### src/pbq_pkg.sv
package pbq_pkg;

  // Number of quotient bits produced by each of the two divisions.
  localparam int DIV_STEPS = 8;

  localparam logic [63:0] COLOR_RESET = 64'h8080_8080_8080_8080;

  // Configuration register indexes (byte address divided by eight).
  localparam logic [2:0] REG_START_COLORS     = 3'd0;
  localparam logic [2:0] REG_MID_COLORS       = 3'd1;
  localparam logic [2:0] REG_END_COLORS       = 3'd2;
  localparam logic [2:0] REG_MID_POINT        = 3'd3;
  localparam logic [2:0] REG_RIGHT_VECTOR     = 3'd4;
  localparam logic [2:0] REG_UP_VECTOR        = 3'd5;
  localparam logic [2:0] REG_EMITTER_POSITION = 3'd6;

  // Vertex order within one quad.
  localparam logic [2:0] VTX_CENTER       = 3'd0;
  localparam logic [2:0] VTX_TOP_LEFT     = 3'd1;
  localparam logic [2:0] VTX_TOP_RIGHT    = 3'd2;
  localparam logic [2:0] VTX_BOTTOM_RIGHT = 3'd3;
  localparam logic [2:0] VTX_BOTTOM_LEFT  = 3'd4;

  // Which two color registers a particle blends between.
  typedef enum logic [1:0] {
    PAIR_START_END,
    PAIR_START_MID,
    PAIR_MID_END
  } pair_t;

  typedef struct packed {
    logic [15:0]        age;
    logic [15:0]        life;
    logic [15:0]        start_width;
    logic [15:0]        end_width;
    logic [15:0]        start_height;
    logic [15:0]        end_height;
    logic signed [19:0] offset_x;
    logic signed [19:0] offset_y;
    logic signed [19:0] offset_z;
  } particle_t;

  typedef struct packed {
    logic [2:0]         vertex_index;
    logic signed [19:0] vertex_x;
    logic signed [19:0] vertex_y;
    logic signed [19:0] vertex_z;
    logic [31:0]        color_first;
    logic [31:0]        color_second;
    logic               last_vertex;
  } vertex_t;

  typedef struct packed {
    logic [63:0]       start_colors;
    logic [63:0]       mid_colors;
    logic [63:0]       end_colors;
    logic signed [8:0] mid_point;
    logic [47:0]       right_vector;
    logic [47:0]       up_vector;
    logic [59:0]       emitter_position;
  } cfg_t;

  // One classified particle as it waits between the two halves.
  typedef struct packed {
    logic [8:0]         t;
    logic [8:0]         f;
    pair_t              pair;
    logic [15:0]        start_width;
    logic [15:0]        end_width;
    logic [15:0]        start_height;
    logic [15:0]        end_height;
    logic signed [19:0] offset_x;
    logic signed [19:0] offset_y;
    logic signed [19:0] offset_z;
  } work_t;

endpackage

### src/pbq_fifo.sv
module pbq_fifo #(
  parameter int DEPTH = 4
) (
  input  logic           clk,
  input  logic           rst,
  input  logic           push,
  input  pbq_pkg::work_t push_data,
  output logic           full,
  input  logic           pop,
  output pbq_pkg::work_t head,
  output logic           empty
);
  import pbq_pkg::*;

  localparam int PTR_W = $clog2(DEPTH);
  localparam int CNT_W = $clog2(DEPTH + 1);

  work_t            mem [DEPTH];
  logic [PTR_W-1:0] wr_ptr;
  logic [PTR_W-1:0] rd_ptr;
  logic [CNT_W-1:0] count;

  assign full  = (count == CNT_W'(DEPTH));
  assign empty = (count == '0);
  assign head  = mem[rd_ptr];

  always_ff @(posedge clk) begin
    if (rst) begin
      wr_ptr <= '0;
      rd_ptr <= '0;
      count  <= '0;
    end else begin
      if (push) begin
        wr_ptr <= (wr_ptr == PTR_W'(DEPTH - 1)) ? '0 : wr_ptr + 1'b1;
      end
      if (pop) begin
        rd_ptr <= (rd_ptr == PTR_W'(DEPTH - 1)) ? '0 : rd_ptr + 1'b1;
      end
      if (push && !pop) begin
        count <= count + 1'b1;
      end else if (pop && !push) begin
        count <= count - 1'b1;
      end
    end
  end

  always_ff @(posedge clk) begin
    if (push) begin
      mem[wr_ptr] <= push_data;
    end
  end

  a_no_underflow: assert property (@(posedge clk) disable iff (rst) pop |-> !empty)
    else $error("queue read while empty");

  a_no_overflow: assert property (@(posedge clk) disable iff (rst) push |-> !full)
    else $error("queue written while full");

endmodule

### config.mk
export PLATFORM = sky130hd
export DESIGN_NAME = pbq_fifo
export DESIGN_NICKNAME = d
export VERILOG_FILES = /design/src/pbq_pkg.sv /design/src/pbq_fifo.sv
export SDC_FILE = /design/constraint.sdc
export NUM_CORES = 1
export LEC_CHECK = 0
export ABC_AREA = 1
export BUFFER_PORTS_ARGS = -buffer_cell sky130_fd_sc_hd__buf_2
export CAP_MARGIN = 20
export CORE_UTILIZATION = 45
export CTS_CLUSTER_DIAMETER = 50
export DETAILED_ROUTE_END_ITERATION = 6
export PLACE_DENSITY = 0.65
export SLEW_MARGIN = 20
export SYNTH_ARGS = -nofsm -noshare
export SYNTH_HDL_FRONTEND = slang
export SYNTH_SLANG_ARGS = --single-unit
### constraint.sdc
create_clock -name clk -period 3.85 [get_ports clk]
set_input_delay 0.385 -clock clk [delete_from_list [all_inputs] [get_ports clk]]
set_output_delay 0.385 -clock clk [all_outputs]
set_load 0.05 [all_outputs]
==> summary.txt <==
Job
  – Maximum capacitance violations: 0

Synth
  – Net Count, Synth: 1,606
  – Dominant combinational cell family by area after synthesis: compound AO/OA/AOI/OAI gates
  – Count of unique library cells instantiated by Yosys: 24
  – Post-synthesis register bit count: 585
  – Mean instance size in the synthesized netlist: 15.0 sq um
  – Cell count after synthesis: 1,451
  – Sequential element share of the synthesized area: 0.802
  – Summed instance area of the synthesized netlist: 0.0218 sq mm
  – Post-Synth XOR/XNOR Area: 0.000402
  – Multiplexer fraction of the synthesized cell area: 0
  – Basic-gate share of the synthesized area counting and, or, nand and nor cells: 0.0538
  – Number of warning messages in the yosys log: 0
  – Adder and majority gate portion of the synthesized area: 0.00436
  – Complex-gate fraction of the synthesized area: 0.109

Place
  – Detail Placement HPWL: 25.9 mm
  – Port bufs: 293
  – Global placement routability congestion: 0.750

Routing
  – Drt pass-1 iters: 5
  – Number of DRC violations after detailed-routing iteration 0: 863
  – Total wirelength of the detailed-routed design: 48.6 mm
  – Total DRC errors in the routed layout: 0
  – Mean number of vias per cell: 5.31
  – Number of nets with antenna violations after detailed routing: 0
  – Routed vias: 13,473
  – Detailed-route wire length per cell: 19.1 um

Power and ir drop
  – Clock power frac: 0.362
  – Power density cells: 552 mW/mm^2
  – Sw Ratio: 0.266
  – Internal Pwr Total: 0.0110 W
  – Combinational share of power: 0.146
  – Static leakage: 9.49 nW
  – Sum of internal, switching and leakage power: 0.0149 W
  – Peak supply drop: 0.396 mV
  – Portion of total power attributed to sequential cells: 0.492
  – Switching component of the power: 0.00398 W

Layout
  – Area delta synth->final: 24.2%
  – # fillers: 3,724
  – Combined flip-flop and latch cell area: 0.0175 sq mm
  – Fraction of layout instances using a drive strength above 1: 0.208
  – Commonest cells after routing, fill and taps aside: edfxtp_1, nor2_1, buf_2, o21ai_0, dlygate4sd3_1
  – Total Nets Final: 2,032
  – Most common cell after layout, fill and taps aside: edfxtp_1
  – Total area of multi-input combinational cells: 0.00365 sq mm

CTS
  – Clock buffer count from CTS: 59
  – TritonCTS clock tree: done
  – CTS Sinks: 585
  – Root cell of the clock tree: clkbuf_16
  – Max clock buf depth: 3
  – Clock transition at the register clock pins on the worst setup and hold paths after CTS: 60 ps
  – Setup bufs post-CTS: 0
  – Insertion delay of the later-clocked pin in the worst-skew pair: 610 ps
  – Count of H-tree levels built during CTS: 2

Worst setup path
  – Capture point of the worst reg-to-reg path: mem[3][87]$_DFFE_PP_
  – Worst R2R Start: wr_ptr[0]$_SDFFE_PP0P_
  – Arrival time reported for the critical path endpoint: 2580 ps
  – Startpoint types: register
  – Setup slack, reg-to-reg: 1780 ps
  – Worst Setup EP: head[140]
  – Largest fanout on the critical path: 123
  – Critical path required time: 3460 ps
  – Worst setup path class: reg -> out
  – Capturing element type of the critical path: output port
  – Depth of the most critical reg-to-reg path: 4

Die
  – Number of standard-cell rows in the floorplan: 80
  – Die Footprint: 0.0493 sq mm
  – Placeable core region: 0.0477 sq mm
  – Boundary Pins: 294
  – Initial Utilization: 0.457
  – Die Height: 222 um
  – Width of the die: 222 um

Timing
  – Worst clock skew on the final layout: 21.0 ps
  – Hold Fails Final Rpt: 0
  – Worst-Margin Slew: 758 ps
  – Setup_tns: 0 ps
  – Number of max-slew violations in the final report: 0
  – Setup-failing EPs final: 0
  – Worst-case headroom to the max-slew limit: 0.495
  – Period utilisation layout: 0.770
  – Minimum clock period after layout: 2970 ps
  – RSZ-0062 raised after global routing: false
  – Maximum clock frequency: 337 MHz

Hold path
  – Critical hold path startpoint: push
  – Tightest Hold Check Type: in -> reg

Global routing
  – GR Overflow Total: 0
  – Pin count of the biggest net entering global routing: 153
  – Number of global-route vias before repair: 13,630
  – Initial antenna violation count: 5
  – First-pass GRT wire length: 75.2 mm
  – Combined global-route utilization of all metal layers: 0.195

Run status
  – Run status: complete, no violations
==> worst min-delay path by stage <==
stage	to	slack (ps)	cells past startpoint
after floorplan	count[0]$_SDFFE_PP0P_	460	1
after global placement	wr_ptr[1]$_SDFFE_PP0P_	510	2
after detailed placement	wr_ptr[1]$_SDFFE_PP0P_	520	2
after CTS	wr_ptr[1]$_SDFFE_PP0P_	110	3
after global routing	wr_ptr[1]$_SDFFE_PP0P_	160	3
final	wr_ptr[1]$_SDFFE_PP0P_	160	3
==> power groups by stage <==
stage / logic [W] / registers [W] / clock network [W]
detailed placement: 0.00207 / 0.00748 / 0
finish: 0.00218 / 0.00735 / 0.00541
floorplan: 0.00147 / 0.00750 / 0
global route: 0.00232 / 0.00736 / 0.00574
global placement: 0.00204 / 0.00747 / 0
CTS: 0.00220 / 0.00735 / 0.00553
==> synth_stat cells <==
library cell / instances / area share
buf_2: 20 / 0.0046
fa_1: 1 / 0.00092
nand2_1: 8 / 0.0014
nand4_1: 1 / 0.00029
inv_1: 14 / 0.0024
nor2_1: 296 / 0.051
dfxtp_1: 9 / 0.0083
o22ai_1: 144 / 0.041
clkbuf_1: 42 / 0.0072
inv_8: 1 / 0.00052
clkinv_2: 1 / 0.00023
ha_1: 6 / 0.0034
a21oi_1: 3 / 0.00069
clkbuf_2: 1 / 0.00023
xor2_1: 1 / 0.00040
nand3_1: 1 / 0.00023
o21ai_1: 66 / 0.015
buf_8: 2 / 0.0014
o21ai_0: 225 / 0.052
nor3_1: 4 / 0.00092
buf_6: 23 / 0.012
buf_12: 1 / 0.00092
buf_4: 5 / 0.0017
edfxtp_1: 576 / 0.79
==> critical path, stage by stage (launching register included) <==
cell	delay, ps
dfxtp_4	380
inv_8	500
buf_4	400
o21ai_0	120
o22ai_1	190
buf_2	290
==> state kept, by name, indices dropped and copies added (netlist names), named ones only <==
signal	count
mem	576
rd_ptr	2
wr_ptr	2
count	3
==> layer usage <==
metal,part of all wire,GRT usage,wire [um]
met1,0.42,0.257,20600
met2,0.48,0.315,23400
met3,0.073,0.0551,3530
met4,0.021,0.0605,1020
met5,0.00064,0,31
==> metrics by stage <==
stage	setup WS (ps)	std cells	area [sq um]	utilization	hold WS [ps]
final	884	2539	27100	0.567	156
after global routing	729	2538	27100	0.567	157
after CTS	871	2536	27100	0.567	111
after detailed placement	1520	2286	23800	0.498	523
after global placement	1550	2286	23800	0.498	509
after floorplan	3.37	1451	21800	-	457
==> repair_timing <==
item,4_1_cts,5_1_grt
hold buffers,145,0
hold endpoints to repair,578,0
resized for setup,0,0
endpoints found under the setup margin,0,0
==> layout make-up <==
class / instances / share of cell area
antenna: 3 / 0.000277
inverter: 16 / 0.00328
multi-input combinational: 756 / 0.135
sequential: 585 / 0.646
clock inverter: 26 / 0.00772
timing repair buffer: 459 / 0.120
tap: 615 / 0.0284
clock buffer: 79 / 0.0600
==> kinds of logic after synthesis <==
kind of cell               count (synthesis)
buffers and inverters                    110
xor gates and xnor gates                   1
AOI/OAI and AO/OA                        438
adders and majority gates                  7
and+or+nand+nor                          310
DFF                                      585
Power figures use the tool's default switching activity.
